## src/rtl/bedf_pkg.sv

```systemverilog
// shared types, constants and helper functions for the banded edit distance filter
`default_nettype none
package bedf_pkg;

  localparam int QUERY_LENGTH = 20;
  localparam int HALF_BAND    = (QUERY_LENGTH - 1) / 2;
  localparam int SYM_W        = 8;
  localparam int COST_W       = 5;
  localparam int ROW_W        = $clog2(QUERY_LENGTH + 1);
  localparam int BAND_W       = ROW_W + 1;
  localparam int QUERY_REGS   = 20;
  localparam int CFG_AW       = 2;
  localparam int CFG_DW       = 64;
  localparam int LIMIT_RESET  = 8;

  localparam logic [COST_W-1:0] COST_MAX = '1;

  typedef logic [COST_W-1:0] cost_t;
  typedef logic [ROW_W-1:0]  row_t;
  typedef logic [SYM_W-1:0]  sym_t;

  typedef enum logic [CFG_AW-1:0] {
    REG_QUERY_LOW  = 2'd0,
    REG_QUERY_MID  = 2'd1,
    REG_QUERY_HIGH = 2'd2,
    REG_DIST_LIMIT = 2'd3
  } cfg_reg_t;

  // token handed from cell to cell
  typedef struct packed {
    logic  valid;
    logic  upd;
    logic  last;
    sym_t  sym;
    row_t  row;
    cost_t diag;
    cost_t left;
  } tok_t;

  function automatic cost_t cost_min(input cost_t a, input cost_t b);
    return (a < b) ? a : b;
  endfunction

  function automatic cost_t cost_inc(input cost_t a);
    return (a == COST_MAX) ? a : cost_t'(a + cost_t'(1));
  endfunction

endpackage
`default_nettype wire

```

## src/rtl/bedf_head.sv

```systemverilog
// input stage: row counter and token launch into the cell chain
`default_nettype none
module bedf_head (
  input  wire logic           clk,
  input  wire logic           rst_n,
  input  wire logic           adv,
  input  wire logic           in_tvalid,
  input  wire bedf_pkg::sym_t in_tdata,
  input  wire logic           in_tlast,
  output bedf_pkg::tok_t      tok_o
);
  import bedf_pkg::*;

  row_t row_r, row_nxt;
  tok_t tok_r, tok_nxt;
  logic upd;

  assign upd = (row_r < row_t'(QUERY_LENGTH));

  always_comb begin
    row_nxt = row_r;
    tok_nxt = tok_r;
    if (adv) begin
      tok_nxt.valid = in_tvalid;
      tok_nxt.upd   = upd;
      tok_nxt.last  = in_tlast;
      tok_nxt.sym   = in_tdata;
      tok_nxt.row   = row_t'(row_r + row_t'(1));
      tok_nxt.diag  = cost_t'(row_r);
      tok_nxt.left  = cost_t'(row_r);
      if (in_tvalid) begin
        if (in_tlast) begin
          row_nxt = '0;
        end else if (upd) begin
          row_nxt = row_t'(row_r + row_t'(1));
        end
      end
    end
  end

  always_ff @(posedge clk) begin
    if (!rst_n) begin
      row_r <= '0;
      tok_r <= '0;
    end else begin
      row_r <= row_nxt;
      tok_r <= tok_nxt;
    end
  end

  assign tok_o = tok_r;

  a_row_clear: assert property (@(posedge clk) disable iff (!rst_n)
    adv && in_tvalid && in_tlast |=> row_r == '0)
    else $error("row counter not cleared after record end");

  a_row_bound: assert property (@(posedge clk) disable iff (!rst_n)
    adv && in_tvalid && !in_tlast && upd |=> row_r == row_t'($past(row_r) + row_t'(1)))
    else $error("row counter did not step");

endmodule
`default_nettype wire

```

## src/rtl/bedf_cell.sv

```systemverilog
// one column of the cost row with its band check and update
`default_nettype none
module bedf_cell (
  input  wire logic           clk,
  input  wire logic           rst_n,
  input  wire logic           adv,
  input  wire bedf_pkg::row_t col_idx,
  input  wire bedf_pkg::sym_t query_sym,
  input  wire bedf_pkg::tok_t tok_i,
  output bedf_pkg::tok_t      tok_o
);
  import bedf_pkg::*;

  localparam logic [BAND_W-1:0] HALF_B = BAND_W'(HALF_BAND);

  cost_t value_r, value_nxt;
  tok_t  tok_r, tok_nxt;
  cost_t up, best, cand;
  logic  [BAND_W-1:0] col_ext, row_ext;
  logic  in_band, is_first, is_top, mismatch;

  assign up      = value_r;
  assign col_ext = BAND_W'(col_idx);
  assign row_ext = BAND_W'(tok_i.row);
  assign in_band = (col_ext + HALF_B >= row_ext) && (col_ext <= row_ext + HALF_B);
  assign is_top  = (col_ext == row_ext + HALF_B);
  assign is_first = (row_ext <= HALF_B + BAND_W'(1)) ? (col_idx == row_t'(1))
                                                     : (col_ext + HALF_B == row_ext);
  assign mismatch = (tok_i.sym != query_sym);

  always_comb begin
    priority if (is_first) begin
      best = cost_min(tok_i.diag, up);
    end else if (is_top) begin
      best = cost_min(tok_i.diag, tok_i.left);
    end else begin
      best = cost_min(cost_min(tok_i.diag, up), tok_i.left);
    end
    if (tok_i.upd && in_band) begin
      cand = mismatch ? cost_inc(best) : tok_i.diag;
    end else begin
      cand = value_r;
    end
  end

  always_comb begin
    value_nxt = value_r;
    tok_nxt   = tok_r;
    if (adv) begin
      tok_nxt.valid = tok_i.valid;
      tok_nxt.upd   = tok_i.upd;
      tok_nxt.last  = tok_i.last;
      tok_nxt.sym   = tok_i.sym;
      tok_nxt.row   = tok_i.row;
      tok_nxt.diag  = value_r;
      tok_nxt.left  = cand;
      if (tok_i.valid) begin
        value_nxt = tok_i.last ? cost_t'(col_idx) : cand;
      end
    end
  end

  always_ff @(posedge clk) begin
    if (!rst_n) begin
      value_r <= cost_t'(col_idx);
      tok_r   <= '0;
    end else begin
      value_r <= value_nxt;
      tok_r   <= tok_nxt;
    end
  end

  assign tok_o = tok_r;

  a_col_reload: assert property (@(posedge clk) disable iff (!rst_n)
    adv && tok_i.valid && tok_i.last |=> value_r == cost_t'(col_idx))
    else $error("cell not reloaded after record end");

  a_hold: assert property (@(posedge clk) disable iff (!rst_n)
    !adv |=> $stable(value_r) && $stable(tok_r))
    else $error("cell moved while stalled");

endmodule
`default_nettype wire

```

## src/rtl/bedf_out.sv

```systemverilog
// result register at the end of the chain and stall control
`default_nettype none
module bedf_out (
  input  wire logic            clk,
  input  wire logic            rst_n,
  input  wire bedf_pkg::tok_t  tok_i,
  input  wire bedf_pkg::cost_t limit,
  input  wire logic            out_tready,
  output logic                 out_tvalid,
  output logic [7:0]           out_tdata,
  output logic                 adv
);
  import bedf_pkg::*;

  logic  valid_r, valid_nxt;
  cost_t dist_r, dist_nxt;
  logic  within_r, within_nxt;
  logic  result_in;

  assign result_in = tok_i.valid && tok_i.last;
  assign adv = !(result_in && valid_r && !out_tready);

  always_comb begin
    valid_nxt  = valid_r;
    dist_nxt   = dist_r;
    within_nxt = within_r;
    if (adv) begin
      if (result_in) begin
        valid_nxt  = 1'b1;
        dist_nxt   = tok_i.left;
        within_nxt = (tok_i.left <= limit);
      end else if (out_tready) begin
        valid_nxt = 1'b0;
      end
    end
  end

  always_ff @(posedge clk) begin
    if (!rst_n) begin
      valid_r <= 1'b0;
    end else begin
      valid_r <= valid_nxt;
    end
    dist_r   <= dist_nxt;
    within_r <= within_nxt;
  end

  assign out_tvalid = valid_r;
  assign out_tdata  = {2'b00, within_r, dist_r};

  a_result_taken: assert property (@(posedge clk) disable iff (!rst_n)
    result_in && adv |=> valid_r && dist_r == $past(tok_i.left))
    else $error("result lost at output register");

  a_stall_cause: assert property (@(posedge clk) disable iff (!rst_n)
    !adv |-> valid_r && result_in)
    else $error("chain stalled without a waiting result");

endmodule
`default_nettype wire

```

## src/rtl/banded_edit_distance_filter_top.sv

```systemverilog
// top level: configuration registers, head stage, chain of column cells, result register
//
// channel  dir  handshake              payload
// in_      in   in_tvalid / in_tready  in_tdata[7:0] symbol, in_tlast record end
// out_     out  out_tvalid/out_tready  out_tdata[4:0] edit distance, [5] within limit
// cfg_     in   cfg_we                 cfg_addr register index, cfg_wdata value
//
// one symbol per cycle while the chain does not stall
// a record end passes the head register, one register per column cell and then the result register
// the chain stalls only when a record end reaches the last cell while a result waits
// synchronous reset loads each cell with its column index and clears the row counter
`default_nettype none
module banded_edit_distance_filter_top (
  input  wire logic                         clk,
  input  wire logic                         rst_n,
  input  wire logic                         in_tvalid,
  output logic                              in_tready,
  input  wire logic [7:0]                   in_tdata,   // symbol
  input  wire logic                         in_tlast,
  output logic                              out_tvalid,
  input  wire logic                         out_tready,
  output logic [7:0]                        out_tdata,  // edit_distance, within_limit
  input  wire logic                         cfg_we,
  input  wire logic [bedf_pkg::CFG_AW-1:0]  cfg_addr,
  input  wire logic [bedf_pkg::CFG_DW-1:0]  cfg_wdata
);
  import bedf_pkg::*;

  logic [63:0] q_low_r, q_mid_r;
  logic [31:0] q_high_r;
  cost_t       limit_r;
  logic        adv;
  tok_t        tok [QUERY_LENGTH+1];
  sym_t        qsym [QUERY_LENGTH];

  always_ff @(posedge clk) begin
    if (!rst_n) begin
      q_low_r  <= '0;
      q_mid_r  <= '0;
      q_high_r <= '0;
      limit_r  <= cost_t'(LIMIT_RESET);
    end else if (cfg_we) begin
      unique case (cfg_reg_t'(cfg_addr))
        REG_QUERY_LOW:  q_low_r  <= cfg_wdata;
        REG_QUERY_MID:  q_mid_r  <= cfg_wdata;
        REG_QUERY_HIGH: q_high_r <= cfg_wdata[31:0];
        REG_DIST_LIMIT: limit_r  <= cfg_wdata[COST_W-1:0];
        default: ;
      endcase
    end
  end

  for (genvar k = 0; k < QUERY_LENGTH; k++) begin : g_qsym
    if (k < 8) begin : g_low
      assign qsym[k] = q_low_r[8*k +: 8];
    end else if (k < 16) begin : g_mid
      assign qsym[k] = q_mid_r[8*(k-8) +: 8];
    end else if (k < QUERY_REGS) begin : g_high
      assign qsym[k] = q_high_r[8*(k-16) +: 8];
    end else begin : g_zero
      assign qsym[k] = '0;
    end
  end

  assign in_tready = adv;

  bedf_head u_head (
    .clk       (clk),
    .rst_n     (rst_n),
    .adv       (adv),
    .in_tvalid (in_tvalid),
    .in_tdata  (in_tdata),
    .in_tlast  (in_tlast),
    .tok_o     (tok[0])
  );

  for (genvar j = 1; j <= QUERY_LENGTH; j++) begin : g_cell
    bedf_cell u_cell (
      .clk       (clk),
      .rst_n     (rst_n),
      .adv       (adv),
      .col_idx   (row_t'(j)),
      .query_sym (qsym[j-1]),
      .tok_i     (tok[j-1]),
      .tok_o     (tok[j])
    );
  end

  bedf_out u_out (
    .clk        (clk),
    .rst_n      (rst_n),
    .tok_i      (tok[QUERY_LENGTH]),
    .limit      (limit_r),
    .out_tready (out_tready),
    .out_tvalid (out_tvalid),
    .out_tdata  (out_tdata),
    .adv        (adv)
  );

  a_stall_full: assert property (@(posedge clk) disable iff (!rst_n)
    !in_tready |-> out_tvalid && !out_tready)
    else $error("input stalled while output free");

endmodule
`default_nettype wire
```

## config.mk

```make
export PLATFORM = sky130hd
export DESIGN_NAME = banded_edit_distance_filter_top
export DESIGN_NICKNAME = d
export VERILOG_FILES = /design/src/rtl/bedf_pkg.sv /design/src/rtl/bedf_head.sv /design/src/rtl/bedf_cell.sv /design/src/rtl/bedf_out.sv /design/src/rtl/banded_edit_distance_filter_top.sv
export SDC_FILE = /design/constraint.sdc
export NUM_CORES = 2
export LEC_CHECK = 0
export BUFFER_PORTS_ARGS = -buffer_cell sky130_fd_sc_hd__buf_4
export CAP_MARGIN = 40
export CELL_PAD_IN_SITES_DETAIL_PLACEMENT = 2
export CELL_PAD_IN_SITES_GLOBAL_PLACEMENT = 2
export CORE_MARGIN = 2
export CORE_UTILIZATION = 30
export CTS_BUF_LIST = sky130_fd_sc_hd__clkbuf_8 sky130_fd_sc_hd__clkbuf_16
export CTS_CLUSTER_SIZE = 24
export DETAILED_ROUTE_END_ITERATION = 8
export PLACE_DENSITY = 0.75
export SLEW_MARGIN = 10
export SYNTH_ARGS = -nofsm -noshare
export SYNTH_HDL_FRONTEND = slang
export SYNTH_HIERARCHICAL = 1
export SYNTH_SLANG_ARGS = --single-unit
export TNS_END_PERCENT = 20
```

## constraint.sdc

```tcl
create_clock -name clk -period 8.4 [get_ports clk]
set_input_delay 0.84 -clock clk [delete_from_list [all_inputs] [get_ports clk]]
set_output_delay 0.84 -clock clk [all_outputs]
set_load 0.05 [all_outputs]
```

==> key figures <==
Outcome
  • Status: complete, no violations

Timing
  • Fmax: ~0.19 GHz
  • Final Max Tran Viols: 0
  • WHS: 0.420 ns
  • Final hold vios: 0
  • Final period util: 61.9%
  • Setup WS post-layout: ~3.2 ns
  • Final setup viols: 0
  • RSZ-0062 raised after global routing: false
  • Slew headroom: between 30% and 40%
  • Worst Clk Skew: 0.0382 ns
  • Worst-margin pin slew: roughly 0.97 ns
  • Setup Total Neg Slack: 0 ns
  • Fin crit period: between 5 and 6 ns

Power and ir drop
  • P per Cell Area: about 170 nW/µm²
  • Cell-internal power: 0.00762 W
  • P_leak: between 30 and 40 nW
  • VDD IR max: roughly 0.15 mV
  • Clock power share: 37.1%
  • Combinational share of power: ~26%
  • Sw frac: between 30% and 40%
  • Flop pwr share: between 30% and 40%
  • Switching power: 0.00376 W

Global routing
  • Largest net degree at the start of global routing: 200
  • Met1 Track Usage GR: between 20 and 25%
  • Total GRT Usage: about 20%
  • Vias in the first global route: around 56000
  • Initial antenna violation count: 1
  • GR met3 Demand/Resource: 1.93%
  • Met2 GRT Util: between 30% and 40%
  • First-pass GRT wire length: roughly 310 mm
  • Grt ovf: 0
  • Gr busiest metal: met2

CTS
  • Setup bufs post-CTS: 0
  • Root buffer cell: clkbuf_16
  • CTS tree: built
  • Reg clk slew, reported paths: approximately 0.060 ns
  • H-tree lvl count: 3
  • Count of cells resized by post-cts repair: 0
  • # hold bufs at CTS: 0
  • CTS max path bufs: 3
  • Clock latency on the worst-skew pair: roughly 0.73 ns
  • Clk sink count: 799
  • Cts bufs inserted: 96

Detailed routing
  • Post-DRT Antenna Nets: 0
  • Average wire per standard cell: ~20 µm
  • Avg Vias per Cell: just over 5
  • TritonRoute pass-1 iters: 5
  • Routed wire length: between 150 and 200 mm
  • Post-route DRC violation count: 0
  • Via count: between 50000 and 60000
  • Drt initial violations: between 1500 and 2000

Layout
  • Most frequent cells in the layout: dfxtp_1, nand2_1, mux2i_1
  • Fraction of layout cells with a size suffix above 1: under 10%
  • # nets final: 7856
  • Final design utilization: roughly a third
  • Commonest non-fill, non-tap cell in the layout: dfxtp_1
  • Area growth syn-to-layout: 14.3%

Critical path
  • Crit path required time: around 8.9 ns
  • Crit-path slowest cell: o41ai_1
  • CP Max Fanout: 5
  • Crit-path max cell delay: around 0.49 ns
  • CP arrival: between 5 and 6 ns
  • Crit path launch type: flip-flop
  • Critical path buffers and inverters: 3
  • Worst Setup End Kind: flip-flop
  • Delay-heaviest family, CP: compound AO/OA/AOI/OAI gates
  • Worst-path cell chain: inv_1 -> ha_1 -> a211oi_2 -> o21ai_2 -> o21bai_4 -> mux2i_1 -> inv_1 -> ha_1 -> a21o_1 -> a21oi_1 -> nand2_1 -> o211ai_2 -> nor2_1 -> a311oi_1 -> inv_1 -> ha_1 -> o41ai_1 -> a31oi_1 -> a21oi_1 -> o31ai_1
  • Crit Path Class: flip-flop to flip-flop

Synth
  • Mean Syn Cell Area: 8.81 µm²
  • Syn Inst Count: 6664
  • Syn Std Cell Area: between 50000 and 60000 µm²
  • Ys Warns: 6

Floorplan
  • Num rows: around 160
  • Die Ht: approximately 450 µm
  • Die width: about 450 µm
  • CORE AREA: 195000 µm²
  • Starting Density: a little under a third
  • Die ar.: 199000 µm²
  • I/O pins: 90

Placement
  • DP Wirelength: between 150 and 200 mm
  • Place WS: 3.38 ns
  • Port Buffers: 87
  • Gp weighted congestion: 0.859

Worst hold path
  • Min-delay worst type: primary input to flip-flop

Job
  • Number of max-cap violations: 0
## routing by layer
metal | vias up | routed length (µm) | share of wire (%)
li1 | 24600 | - | -
met1 | 25600 | 84900 | 43
met2 | 472 | 100000 | 51
met3 | 275 | 3590 | 1.8
met4 | 0 | 7860 | 4.0
met5 | - | 0 | 0
## path summary, 6_finish.rpt
check                           cells after the start                                 endpoint  slack [ns]                                    start
worst max-delay path                               20        g_cell[11].u_cell/up[2]$_DFFE_PP_        3.20        g_cell[11].u_cell/up[2]$_DFFE_PP_
worst min-delay path                                3                 q_mid_r[34]$_SDFFE_PN0P_        0.42                            cfg_wdata[34]
worst max register to register                     20        g_cell[11].u_cell/up[2]$_DFFE_PP_        3.20        g_cell[11].u_cell/up[2]$_DFFE_PP_
worst min register to register                      2  g_cell[19].u_cell/tok_o[3]$_SDFFE_PN0P_        0.47  g_cell[19].u_cell/tok_o[3]$_SDFFE_PN0P_
## flip-flops by register name (all words and copies together), names as in the netlist, 5 cells and up
signal / flops
u_head/row_r: 5
g_cell.u_cell/tok_o: 501
q_low_r: 64
limit_r: 5
u_out/dist_r: 5
q_mid_r: 64
g_cell.u_cell/up: 100
u_head/tok_o: 21
q_high_r: 32
## power by group through the flow
stage,logic (W),clock network (W),registers [W]
3_5_place_dp,0.00287,0,0.00432
5_1_grt,0.00328,0.00450,0.00425
2_1_floorplan,0.00218,0,0.00421
3_3_place_gp,0.00272,0,0.00431
6_report,0.00293,0.00422,0.00423
4_1_cts,0.00290,0.00434,0.00423
## cell type report
class | count | area, µm²
tap | 2542 | 3180
timing repair buffer | 119 | 1010
inverter | 507 | 1900
antenna | 1 | 2.50
sequential | 799 | 17100
clock buffer | 114 | 2710
clock inverter | 61 | 467
fill | 22000 | 128000
multi-input combinational | 5707 | 40800
## through the flow
| stage | cells | power [W] | instance area (µm²) |
|---|---|---|---|
| final | 9850 | 0.0114 | 67100 |
| after floorplan | 7258 | 0.00639 | 60900 |
| after CTS | 9849 | 0.0115 | 67100 |
| after detailed placement | 9674 | 0.00719 | 63900 |
| after global placement | 9669 | 0.00702 | 63800 |
| after global routing | 9850 | 0.0120 | 67100 |
## worst min-delay path: cells and delay by family
family	cells	cell delay (ns)
and+or+nand+nor	1	0.06
buffers and inverters	1	0.08
muxes	1	0.12
No activity file was read; power rests on OpenSTA's default activity.
